[src/sv/ssp_pkg.sv]
// Shared types and constants for the size string parser.
package ssp_pkg;

  localparam int VALUE_BITS_DEF = 64;
  localparam int SIZE_W         = 64;

  localparam logic [7:0] CH_NUL   = 8'h00;
  localparam logic [7:0] CH_TAB   = 8'h09;
  localparam logic [7:0] CH_LF    = 8'h0a;
  localparam logic [7:0] CH_VT    = 8'h0b;
  localparam logic [7:0] CH_FF    = 8'h0c;
  localparam logic [7:0] CH_CR    = 8'h0d;
  localparam logic [7:0] CH_SPACE = 8'h20;
  localparam logic [7:0] CH_PLUS  = 8'h2b;
  localparam logic [7:0] CH_MINUS = 8'h2d;
  localparam logic [7:0] CH_ZERO  = 8'h30;
  localparam logic [7:0] CH_NINE  = 8'h39;
  localparam logic [7:0] CH_LC_A  = 8'h61;
  localparam logic [7:0] CH_LC_Z  = 8'h7a;
  localparam logic [7:0] CH_CASE  = 8'h20;
  localparam logic [7:0] CH_B     = 8'h42;
  localparam logic [7:0] CH_E     = 8'h45;
  localparam logic [7:0] CH_G     = 8'h47;
  localparam logic [7:0] CH_K     = 8'h4b;
  localparam logic [7:0] CH_M     = 8'h4d;
  localparam logic [7:0] CH_S     = 8'h53;
  localparam logic [7:0] CH_T     = 8'h54;
  localparam logic [7:0] CH_Y     = 8'h59;

  localparam logic [4:0] SHIFT_NONE = 5'd0;
  localparam logic [4:0] SHIFT_KB   = 5'd10;
  localparam logic [4:0] SHIFT_MB   = 5'd20;
  localparam logic [4:0] SHIFT_GB   = 5'd30;

  typedef struct packed {
    logic [7:0] character;
    logic       last_char;
  } in_t;

  typedef struct packed {
    logic signed [SIZE_W-1:0] size_value;
    logic                     bad_suffix;
  } out_t;

  typedef enum logic [4:0] {
    PH_LEAD   = 5'b00001,
    PH_SIGN   = 5'b00010,
    PH_DIGITS = 5'b00100,
    PH_SUFFIX = 5'b01000,
    PH_TRAIL  = 5'b10000
  } phase_t;

  typedef enum logic [12:0] {
    SM_EMPTY = 13'b0000000000001,
    SM_B     = 13'b0000000000010,
    SM_BY    = 13'b0000000000100,
    SM_BYT   = 13'b0000000001000,
    SM_BYTE  = 13'b0000000010000,
    SM_BYTES = 13'b0000000100000,
    SM_K     = 13'b0000001000000,
    SM_M     = 13'b0000010000000,
    SM_G     = 13'b0000100000000,
    SM_KB    = 13'b0001000000000,
    SM_MB    = 13'b0010000000000,
    SM_GB    = 13'b0100000000000,
    SM_FAIL  = 13'b1000000000000
  } match_t;

endpackage

[src/sv/size_string_parser.sv]
// Size string parser: decimal number, optional unit; one character per unstalled cycle.
//
//   channel | direction | handshake           | payload
//   in_     | input     | in_valid / in_stall   | ssp_pkg::in_t  (character, last_char)
//   out_    | output    | out_valid / out_stall | ssp_pkg::out_t (size_value, bad_suffix)
//
// One character is taken per clock while in_stall is low. out_valid rises once the last
// character has passed the finished-string and result registers: parse state, then scale
// and sign. Characters that are not last are absorbed without blocking; in_stall
// rises only when a finished result and the one behind it are both held by out_stall.
// rst_n is synchronous and returns the parse state to the leading whitespace phase.
module size_string_parser #(
  parameter int VALUE_BITS = ssp_pkg::VALUE_BITS_DEF
) (
  input  logic          clk,
  input  logic          rst_n,
  input  logic          in_valid,
  output logic          in_stall,
  input  ssp_pkg::in_t  in_data,
  output logic          out_valid,
  input  logic          out_stall,
  output ssp_pkg::out_t out_data
);

  localparam int              VB  = VALUE_BITS;
  localparam int              WB  = VALUE_BITS + 4;
  localparam logic [VB-1:0]   CAP = {1'b1, {(VB-1){1'b0}}};

  // input register
  logic          in_v_r;
  ssp_pkg::in_t  in_r;

  // parse state
  ssp_pkg::phase_t ph_r, ph_nxt;
  ssp_pkg::match_t sm_r, sm_nxt;
  logic            neg_r, neg_nxt;
  logic [VB-1:0]   mag_r, mag_nxt;
  logic            seen_r, seen_nxt;
  logic            ce_r, ce_nxt;

  // finished string
  logic            fin_v_r;
  ssp_pkg::match_t fin_sm_r;
  logic            fin_neg_r;
  logic [VB-1:0]   fin_mag_r;
  logic            fin_seen_r;

  // result register
  logic          out_v_r;
  ssp_pkg::out_t out_r, out_nxt;

  logic out_move, fin_move, st_move, consume, finish;

  assign out_move = !out_v_r || !out_stall;
  assign fin_move = !fin_v_r || out_move;
  assign st_move  = !in_v_r || !in_r.last_char || fin_move;
  assign consume  = in_v_r && st_move;
  assign finish   = consume && in_r.last_char;
  assign in_stall = !st_move;

  always_ff @(posedge clk) begin
    if (!rst_n) begin
      in_v_r <= 1'b0;
    end else if (st_move) begin
      in_v_r <= in_valid;
    end
    if (st_move && in_valid) begin
      in_r <= in_data;
    end
  end

  // character decode and next parse state
  logic [7:0]    c, uc;
  logic          digit, trim_ws, lead_ws, sign_ch;
  logic [WB-1:0] wide;

  always_comb begin
    c       = in_r.character;
    uc      = (c >= ssp_pkg::CH_LC_A && c <= ssp_pkg::CH_LC_Z) ? c - ssp_pkg::CH_CASE : c;
    digit   = c >= ssp_pkg::CH_ZERO && c <= ssp_pkg::CH_NINE;
    trim_ws = c == ssp_pkg::CH_SPACE || c == ssp_pkg::CH_TAB ||
              c == ssp_pkg::CH_CR || c == ssp_pkg::CH_LF;
    lead_ws = trim_ws || c == ssp_pkg::CH_VT || c == ssp_pkg::CH_FF;
    sign_ch = c == ssp_pkg::CH_PLUS || c == ssp_pkg::CH_MINUS;
    wide    = {1'b0, mag_r, 3'b000} + {3'b000, mag_r, 1'b0} + WB'(c[3:0]);

    ph_nxt   = ph_r;
    sm_nxt   = sm_r;
    neg_nxt  = neg_r;
    mag_nxt  = mag_r;
    seen_nxt = seen_r;
    ce_nxt   = ce_r || c == ssp_pkg::CH_NUL;

    if (!ce_r && c != ssp_pkg::CH_NUL) begin
      if (digit && (ph_r == ssp_pkg::PH_LEAD || ph_r == ssp_pkg::PH_SIGN ||
                    ph_r == ssp_pkg::PH_DIGITS)) begin
        seen_nxt = 1'b1;
        sm_nxt   = ssp_pkg::SM_EMPTY;
        ph_nxt   = ssp_pkg::PH_DIGITS;
        mag_nxt  = (wide > {4'b0000, CAP}) ? CAP : wide[VB-1:0];
      end else begin
        case (ph_r)
          ssp_pkg::PH_LEAD: begin
            if (sign_ch) begin
              neg_nxt = c == ssp_pkg::CH_MINUS;
              ph_nxt  = ssp_pkg::PH_SIGN;
            end else if (!lead_ws) begin
              ph_nxt = ssp_pkg::PH_SUFFIX;
            end
          end
          ssp_pkg::PH_SIGN, ssp_pkg::PH_DIGITS: ph_nxt = ssp_pkg::PH_SUFFIX;
          default: ;
        endcase
        if (sm_r != ssp_pkg::SM_FAIL) begin
          if (trim_ws) begin
            if (sm_r != ssp_pkg::SM_EMPTY) ph_nxt = ssp_pkg::PH_TRAIL;
          end else if (ph_nxt == ssp_pkg::PH_TRAIL) begin
            sm_nxt = ssp_pkg::SM_FAIL;
          end else begin
            case (sm_r)
              ssp_pkg::SM_EMPTY: begin
                if (uc == ssp_pkg::CH_B)      sm_nxt = ssp_pkg::SM_B;
                else if (uc == ssp_pkg::CH_K) sm_nxt = ssp_pkg::SM_K;
                else if (uc == ssp_pkg::CH_M) sm_nxt = ssp_pkg::SM_M;
                else if (uc == ssp_pkg::CH_G) sm_nxt = ssp_pkg::SM_G;
                else                          sm_nxt = ssp_pkg::SM_FAIL;
              end
              ssp_pkg::SM_B:
                sm_nxt = (uc == ssp_pkg::CH_Y) ? ssp_pkg::SM_BY : ssp_pkg::SM_FAIL;
              ssp_pkg::SM_BY:
                sm_nxt = (uc == ssp_pkg::CH_T) ? ssp_pkg::SM_BYT : ssp_pkg::SM_FAIL;
              ssp_pkg::SM_BYT:
                sm_nxt = (uc == ssp_pkg::CH_E) ? ssp_pkg::SM_BYTE : ssp_pkg::SM_FAIL;
              ssp_pkg::SM_BYTE:
                sm_nxt = (uc == ssp_pkg::CH_S) ? ssp_pkg::SM_BYTES : ssp_pkg::SM_FAIL;
              ssp_pkg::SM_K:
                sm_nxt = (uc == ssp_pkg::CH_B) ? ssp_pkg::SM_KB : ssp_pkg::SM_FAIL;
              ssp_pkg::SM_M:
                sm_nxt = (uc == ssp_pkg::CH_B) ? ssp_pkg::SM_MB : ssp_pkg::SM_FAIL;
              ssp_pkg::SM_G:
                sm_nxt = (uc == ssp_pkg::CH_B) ? ssp_pkg::SM_GB : ssp_pkg::SM_FAIL;
              default: sm_nxt = ssp_pkg::SM_FAIL;
            endcase
          end
        end
      end
    end
  end

  always_ff @(posedge clk) begin
    if (!rst_n || finish) begin
      ph_r   <= ssp_pkg::PH_LEAD;
      sm_r   <= ssp_pkg::SM_EMPTY;
      neg_r  <= 1'b0;
      mag_r  <= '0;
      seen_r <= 1'b0;
      ce_r   <= 1'b0;
    end else if (consume) begin
      ph_r   <= ph_nxt;
      sm_r   <= sm_nxt;
      neg_r  <= neg_nxt;
      mag_r  <= mag_nxt;
      seen_r <= seen_nxt;
      ce_r   <= ce_nxt;
    end
  end

  always_ff @(posedge clk) begin
    if (!rst_n) begin
      fin_v_r <= 1'b0;
    end else if (fin_move) begin
      fin_v_r <= finish;
    end
    if (fin_move && finish) begin
      fin_sm_r   <= sm_nxt;
      fin_neg_r  <= neg_nxt;
      fin_mag_r  <= mag_nxt;
      fin_seen_r <= seen_nxt;
    end
  end

  // unit scaling with saturation, then sign
  logic [4:0]           shamt;
  logic                 bad;
  logic [VB-1:0]        lim, val, mag_s;
  logic signed [VB-1:0] res;

  always_comb begin
    bad = 1'b0;
    case (fin_sm_r)
      ssp_pkg::SM_EMPTY, ssp_pkg::SM_B, ssp_pkg::SM_BYTE, ssp_pkg::SM_BYTES:
        shamt = ssp_pkg::SHIFT_NONE;
      ssp_pkg::SM_KB: shamt = ssp_pkg::SHIFT_KB;
      ssp_pkg::SM_MB: shamt = ssp_pkg::SHIFT_MB;
      ssp_pkg::SM_GB: shamt = ssp_pkg::SHIFT_GB;
      default: begin
        shamt = ssp_pkg::SHIFT_NONE;
        bad   = 1'b1;
      end
    endcase
    lim   = fin_neg_r ? CAP : CAP - VB'(1);
    val   = fin_seen_r ? fin_mag_r : '0;
    mag_s = (val > (lim >> shamt)) ? lim : (val << shamt);
    res   = fin_neg_r ? -mag_s : mag_s;
    out_nxt.bad_suffix = bad;
    out_nxt.size_value = bad ? '1 : ssp_pkg::SIZE_W'(res);
  end

  always_ff @(posedge clk) begin
    if (!rst_n) begin
      out_v_r <= 1'b0;
    end else if (out_move) begin
      out_v_r <= fin_v_r;
    end
    if (out_move && fin_v_r) begin
      out_r <= out_nxt;
    end
  end

  assign out_valid = out_v_r;
  assign out_data  = out_r;

endmodule

[config.mk]
export PLATFORM = sky130hd
export DESIGN_NAME = size_string_parser
export DESIGN_NICKNAME = d
export VERILOG_FILES = /design/src/sv/ssp_pkg.sv /design/src/sv/size_string_parser.sv
export SDC_FILE = /design/constraint.sdc
export NUM_CORES = 1
export LEC_CHECK = 0
export BUFFER_PORTS_ARGS = -buffer_cell sky130_fd_sc_hd__buf_2
export CORE_ASPECT_RATIO = 0.6
export CORE_MARGIN = 8
export CORE_UTILIZATION = 50
export DETAILED_ROUTE_END_ITERATION = 10
export PLACE_DENSITY = 0.77
export SLEW_MARGIN = 20
export SYNTH_ARGS = -nofsm -noshare
export SYNTH_HDL_FRONTEND = slang
export SYNTH_SLANG_ARGS = --single-unit
[constraint.sdc]
create_clock -name clk -period 18.9 [get_ports clk]
set_input_delay 0.945 -clock clk [delete_from_list [all_inputs] [get_ports clk]]
set_output_delay 0.945 -clock clk [all_outputs]
set_load 0.02 [all_outputs]
==> out/qor.csv, run 1 <==
metric,value,unit
DR pass1 iterations,8,
critical path type,register to register,
fill count,3914,
vias in the first global route,19100,
Async SR Flop Fraction,0,%
post-CTS sizing,0,
CTS max path bufs,3,
Max-Cap Viols,0,
root buf cell,clkbuf_16,
DR DRC count,0,
Detail Placement HPWL,59.0,mm
DP Cell Count,3068,
Hold Path Class,register to register,
Worst Path Required,19.20,ns
clock-pin slew on the worst setup and hold paths,0.07,ns
die area,49800,um2
area of the multi-input gates,14100,um2
critical path arrival,8.14,ns
post-synthesis cell count,2555,
buffers added on ports,79,
Post-CTS Setup Bufs,0,
die extent in x,283,um
register area share after synthesis,29.7,%
final worst path period need,7.83,ns
worst slew pin tran,1.18,ns
wire length of the first global-routing pass,118,mm
synth unique cells,108,
pre-CTS setup slack,11.43,ns
Max Slew Vio Count,0,
1st-iter DRT viols,3445,
fmax,128,MHz
RSZ-0062 raised after global routing,no,
Worst-Skew Late Latency,0.56,ns
P&R area growth vs syn,6.64,%
Diodes inserted,0,
FP Rows,58,
power density over the cells,53.1,nW/um2
"Hold Vio Cnt, Final",0,
total global routing overflow,0,
Clock Sinks,241,
total power draw,1210,uW
final worst path period share,41.4,%
Final Non-Filler Cells,3114,
Pleak,0.00882,uW
syn nets,2766,
# nets final,2736,
slew margin rel.,21.5,%
drt total wl,77.3,mm
Yosys Warn Count,0,
Post-synth EDFFs,153,
I/O Pins,80,
#FFs+latches synth,241,
worst clock skew,0.0255,ns
CTS HTree Levels,1,
hold_ws,0.468,ns
Avg WL per Cell,24.8,um
CTS tree,built,
initial antenna violation count,0,
Worst VDD drop,0.0452,mV
core area,42000,um2
setup TNS,0,ns
CP Max Fanout,51,
# setup viols final,0,
fraction of layout cells with a size suffix above 1,8.65,%
hold_buf cts,0,
RD Place Congestion,0.994,
Die Ht,176,um
Post-Syn Area,21400,um2
initial core utilization,50.9,%
total number of vias,21300,
most frequent cells in the layout,"nand2_1, a21oi_1, o21ai_0, ha_1, nor2_1",
Mean Syn Cell Area,8.37,um2
Post-DRT Antenna Nets,0,
Critical Path Sink Type,register,
"commonest non-fill, non-tap cell in the layout",nand2_1,
slack of the critical path,11.07,ns
CTS Buf Count,25,
result of the run,completed,
Overall Global Routing Usage,29.4,%
FF/Latch Area,6360,um2
"Primary FF master, synth",edfxtp_1,
startpoint types,register,
vias per cell,6.84,
largest net degree at the start of global routing,81,
==> worst paths after layout <==
| check | startpoint | end | slack [ns] | cells after the start |
|---|---|---|---|---|
| max | fin_sm_r[10]$_DFFE_PP_ | out_data[41]$_SDFFCE_PP1P_ | 11.07 | 21 |
| min | seen_r$_SDFFE_PP0P_ | seen_r$_SDFFE_PP0P_ | 0.47 | 2 |
| max reg2reg | fin_sm_r[10]$_DFFE_PP_ | out_data[41]$_SDFFCE_PP1P_ | 11.07 | 21 |
| min reg2reg | seen_r$_SDFFE_PP0P_ | seen_r$_SDFFE_PP0P_ | 0.47 | 2 |
==> synthesized netlist by cell type, types with 7 or more instances <==
cell type,n,area share [%]
o221ai_1,11,0.45
a21boi_0,7,0.25
edfxtp_1,153,21
o21bai_1,10,0.35
mux2_2,17,0.90
o41ai_1,9,0.37
a21o_1,38,1.3
nand2b_1,17,0.50
nor4_1,33,0.97
or3_1,16,0.47
a221oi_1,8,0.33
inv_1,69,1.2
o2111ai_1,11,0.45
or2_2,10,0.29
and2_1,55,1.6
nand4_1,61,1.8
nand3_1,59,1.4
a211o_1,8,0.33
and4_1,12,0.49
buf_1,7,0.12
a31oi_1,21,0.61
nand2_1,279,4.9
a21oi_1,202,4.7
clkbuf_1,135,2.4
ha_1,196,11
o211ai_1,29,1.0
a211oi_1,34,1.2
o22ai_1,10,0.29
mux2i_1,52,2.4
nand3b_1,8,0.28
buf_2,12,0.28
xnor2_1,36,1.5
and3_1,15,0.44
dfxtp_1,88,8.2
o31ai_1,14,0.49
a22o_1,101,4.1
nor2b_1,12,0.35
or4_1,17,0.60
o21a_1,24,0.84
nor2_1,196,3.4
o21ai_0,202,4.7
a32oi_1,8,0.33
nor3b_1,13,0.46
xor2_1,33,1.4
nor3_1,61,1.4
==> through the flow <==
step	utilization [%]	area [um2]
finish	54.3	22800
global route	54.3	22800
floorplan	-	21400
CTS	54.3	22800
global placement	52.4	22000
detailed placement	52.4	22000
==> routing by layer <==
layer | global-route usage, % | vias up | part of all wire [%]
met1 | 46.0 | 10200 | 47
met2 | 40.1 | 1296 | 39
met3 | 7.31 | 113 | 12
met5 | 1.25 | - | 0.11
met4 | 4.69 | 2 | 1.5
li1 | - | 9678 | -
==> registers in the layout (all words and copies together), names as in the netlist, 5 cells and up <==
| signal | cells |
|---|---|
| ph_r | 5 |
| c | 8 |
| sm_r | 13 |
| out_data | 65 |
| fin_mag_r | 64 |
| fin_sm_r | 13 |
| mag_r | 64 |
==> cell families (layout without fill, tap and decap cells) <==
family	after synthesis	after routing	synth area share, %
buffers and inverters	235	224	4.68
DFF	241	241	29.7
and+or+nand+nor	902	902	21.1
adders and majority gates	198	198	11.7
xor gates and xnor gates	70	70	2.90
AOI/OAI and AO/OA	838	838	26.4
muxes	71	71	3.51
==> where the power goes <==
group / leakage, uW / switching, uW / internal, uW
Clock: 0.000381 / 228 / 269
Combinational: 0.00655 / 95.8 / 41.0
Sequential: 0.00189 / 11.2 / 567
==> cell type report <==
cell class                 instances  area share, %
inverter                          72           1.19
tap                              570           3.13
clock buffer                      32           2.95
clock inverter                    14          0.516
timing repair buffer             106           2.62
sequential                       241           27.9
multi-input combinational       2079           61.7
==> worst max-delay path, cell delays in order (launching register included) <==
cell and delay [ns]:
edfxtp_1 0.50, or3_4 0.49, nor4_4 0.34, inv_2 0.33, ha_1 0.38, inv_1 0.13, o21ai_0 0.12, ha_1 0.34
nand4_1 0.14, nor4_1 0.86, nand3_1 0.16, nor3_1 0.65, inv_1 0.17, nand2_1 0.11, buf_4 0.48, nor2_1 0.23
a31oi_1 0.23, ha_1 0.61, and2_1 0.52, nand4_1 0.21, mux2i_1 0.17, a221o_1 0.35
No activity file was read; power rests on OpenSTA's default activity.
==> run 2, diff against run 1 <==
ABC_AREA = 1   (was unset)
PLACE_DENSITY = 0.79   (was 0.77)
clock period = 6.6 ns   (was 18.9 ns; I/O delays follow)
==> out/qor.csv, run 2 <==
metric,value,unit,change
result of the run,completed,,unchanged
Detail Placement HPWL,70.1,mm,was 59.0 mm
Hold Path Class,primary input to register,,was register to register
fraction of layout cells with a size suffix above 1,5.41,%,was 8.65%
Pleak,0.0126,uW,was 0.00882 uW
Clock Sinks,241,,unchanged
Reg power frac,44.2,%,was 47.7%
Largest register FFs,65,,unchanged
FP Rows,61,,was 58
largest net degree at the start of global routing,137,,was 81
sw power,1220,uW,was 335 uW
Critical Path Sink Type,register,,unchanged
post-synthesis cell count,3775,,"was 2,555"
R2R Setup Slk,0.44,ns,was 11.07 ns
synth top area cells,"edfxtp_1, nand2_1, ha_1",,"was edfxtp_1, ha_1, dfxtp_1"
P&R area growth vs syn,6.97,%,was 6.64%
FF/Latch Area,6360,um2,unchanged
r2r worst-path depth,24,,was 21
Hold Crit Start,out_stall,,was seen_r$_SDFFE_PP0P_
core area,46500,um2,"was 42,000 um2"
DR DRC count,0,,unchanged
"Hold Vio Cnt, Final",0,,unchanged
CP Max Fanout,39,,was 51
syn nets,3986,,"was 2,766"
P_int,2580,uW,was 876 uW
Worst Path Required,6.88,ns,was 19.20 ns
buffers added on ports,79,,unchanged
clock-pin slew on the worst setup and hold paths,0.07,ns,about the same
root buf cell,clkbuf_16,,unchanged
total power draw,3810,uW,was 1210 uW
routed wl met2,28.7,mm,was 30.1 mm
power share of the combinational group,18.4,%,was 11.3%
cell taking the most area after synthesis,edfxtp_1,,unchanged
metal3 WL,15.3,mm,was 9.47 mm
DP Cell Count,4382,,"was 3,068"
RD Place Congestion,1.03,,was 0.994
final worst path period need,6.16,ns,was 7.83 ns
total global routing overflow,0,,unchanged
# nets final,4000,,"was 2,736"
wl on met1,41.1,mm,was 36.5 mm
initial core utilization,50.9,%,about the same
fmax,162,MHz,was 128 MHz
synth unique cells,56,,was 108
Overall Global Routing Usage,30.8,%,was 29.4%
Worst VDD drop,0.206,mV,was 0.0452 mV
Post-CTS Setup Bufs,0,,unchanged
Clk pwr share,37.4,%,was 41.0%
Async SR Flop Fraction,0,%,unchanged
Synth top cells by count,"nand2_1, nor2_1, inv_1",,"was nand2_1, a21oi_1, o21ai_0"
Synth top area share,19.4,%,was 21.5%
CTS Buf Count,25,,unchanged
setup TNS,0,ns,unchanged
Post-DRT Antenna Nets,0,,unchanged
worst slew pin tran,1.22,ns,was 1.18 ns
drt total wl,86.6,mm,was 77.3 mm
# setup viols final,0,,unchanged
fill count,4735,,"was 3,914"
I/O Pins,80,,unchanged
Worst-Skew Late Latency,0.59,ns,was 0.56 ns
die extent in x,297,um,was 283 um
final worst path period share,93.3,%,was 41.4%
wire length of the first global-routing pass,132,mm,was 118 mm
worst clock skew,0.0348,ns,was 0.0255 ns
total number of vias,25600,,"was 21,300"
vias in the first global route,22300,,"was 19,100"
slew margin rel.,17.9,%,was 21.5%
Critical R2R Capture,out_data[50]$_SDFFCE_PP1P_,,was out_data[41]$_SDFFCE_PP1P_
critical path arrival,6.44,ns,was 8.14 ns
die area,54700,um2,"was 49,800 um2"
DR pass1 iterations,8,,unchanged
Max-Cap Viols,0,,unchanged
Yosys Warn Count,0,,unchanged
worst hold endpoint,out_valid$_SDFFE_PN0N_,,was seen_r$_SDFFE_PP0P_
register area share after synthesis,26.9,%,was 29.7%
critical path type,register to register,,unchanged
Final Non-Filler Cells,4438,,"was 3,114"
switching share of total power,32.2,%,was 27.6%
#FFs+latches synth,241,,unchanged
area of the multi-input gates,15000,um2,"was 14,100 um2"
most common cell in the synthesized netlist,nand2_1,,unchanged
Die Ht,184,um,was 176 um
"commonest non-fill, non-tap cell in the layout",nand2_1,,unchanged
initial antenna violation count,1,,was 0
most frequent cells in the layout,"nand2_1, nor2_1, inv_1, nand3_1, ha_1",,"was nand2_1, a21oi_1, o21ai_0, ha_1, nor2_1"
CTS max path bufs,3,,unchanged
CTS tree,built,,unchanged
Mean Syn Cell Area,6.26,um2,was 8.37 um2
Avg WL per Cell,19.5,um,was 24.8 um
"Primary FF master, synth",edfxtp_1,,unchanged
Top Layer Used,met4,,was met5
1st-iter DRT viols,3962,,"was 3,445"
vias per cell,5.76,,was 6.84
power density over the cells,151,nW/um2,was 53.1 nW/um2
Max Slew Vio Count,0,,unchanged
Post-Syn Area,23600,um2,"was 21,400 um2"
startpoint types,register,,unchanged
FF-to-FF Start,fin_sm_r[0]$_DFFE_PP_,,was fin_sm_r[10]$_DFFE_PP_
CTS HTree Levels,1,,unchanged
RSZ-0062 raised after global routing,no,,unchanged
Diodes inserted,0,,unchanged
hold path depth,3,,was 2
Post-synth EDFFs,153,,unchanged
run 2: cell type report:
| type | instances | area share, % |
|---|---|---|
| clock inverter | 18 | 0.564 |
| multi-input combinational | 2969 | 59.3 |
| inverter | 440 | 6.55 |
| sequential | 241 | 25.1 |
| tap | 630 | 3.12 |
| timing repair buffer | 112 | 2.74 |
| clock buffer | 28 | 2.56 |
run 2: worst max-delay path by stage:
stage / from / to / slack [ns]
global route: fin_sm_r[0]$_DFFE_PP_ / out_data[56]$_SDFFCE_PP1P_ / 0.16
global placement: fin_sm_r[1]$_DFFE_PP_ / out_data[50]$_SDFFCE_PP1P_ / 1.0
finish: fin_sm_r[0]$_DFFE_PP_ / out_data[50]$_SDFFCE_PP1P_ / 0.44
floorplan: fin_neg_r$_DFFE_PP_ / out_data[53]$_SDFFCE_PP1P_ / 1.27
CTS: fin_sm_r[0]$_DFFE_PP_ / out_data[62]$_SDFFCE_PP1P_ / 0.88
detailed placement: fin_sm_r[0]$_DFFE_PP_ / out_data[62]$_SDFFCE_PP1P_ / 0.92
run 2: power groups by stage:
stage / sequential, uW / combinational, uW / clock [uW]
6_report: 1680 / 700 / 1420
5_1_grt: 1690 / 775 / 1500
4_1_cts: 1680 / 675 / 1450
3_5_place_dp: 1710 / 666 / 0
3_3_place_gp: 1710 / 661 / 0
2_1_floorplan: 1710 / 481 / 0
run 2: worst max-delay path: stages (launching register included):
cell	delay, ns
edfxtp_1	0.38
nor2_1	0.05
nand2_1	0.17
nor2_8	0.08
nand2_4	0.23
nand2_2	0.22
inv_2	0.40
nand2_1	0.11
ha_1	0.34
nand4_1	0.16
nor3_1	0.37
nor3b_2	0.66
nand4_1	0.34
nand3_2	0.41
buf_12	0.27
buf_4	0.23
nand3_1	0.14
nor2_1	0.21
inv_1	0.08
nor2_1	0.12
nand3_2	0.17
nor2_1	0.27
nand2_1	0.14
nand3_1	0.09
nand3_1	0.16
run 2: what timing repair did:
action / CTS / global route
setup endpoints to repair: 0 / 0
resized for setup: 0 / 0
hold buffers: 10 / 0
endpoints found under the hold margin: 10 / 0
run 2: cell families (layout without fill, tap and decap cells):
group           after synthesis  in the layout  synth area share [%]
compound gates              487            487                  11.6
xor+xnor                     40             40                  1.48
simple gates               2244           2244                  39.7
fa+ha+maj                   198            198                  10.5
flops                       241            241                  26.9
buf+inv                     565            598                  9.78
run 2: stage by stage:
stage / hold slack, ns / setup slack [ns] / instance area, um2 / utilization, %
finish: 0.0656 / 0.442 / 25300 / 54.4
floorplan: 0.429 / 1.27 / 23600 / -
detailed placement: 0.465 / 0.922 / 24400 / 52.5
global route: 0.0813 / 0.162 / 25300 / 54.4
CTS: 0.00571 / 0.882 / 25300 / 54.4
global placement: 0.453 / 1.00 / 24400 / 52.5
run 2: metal layers:
layer	global-route usage, %	vias to the layer above
li1	-	12400
met1	49.3	11500
met2	35.6	1600
met3	14.3	96
met4	5.27	0
met5	0	-
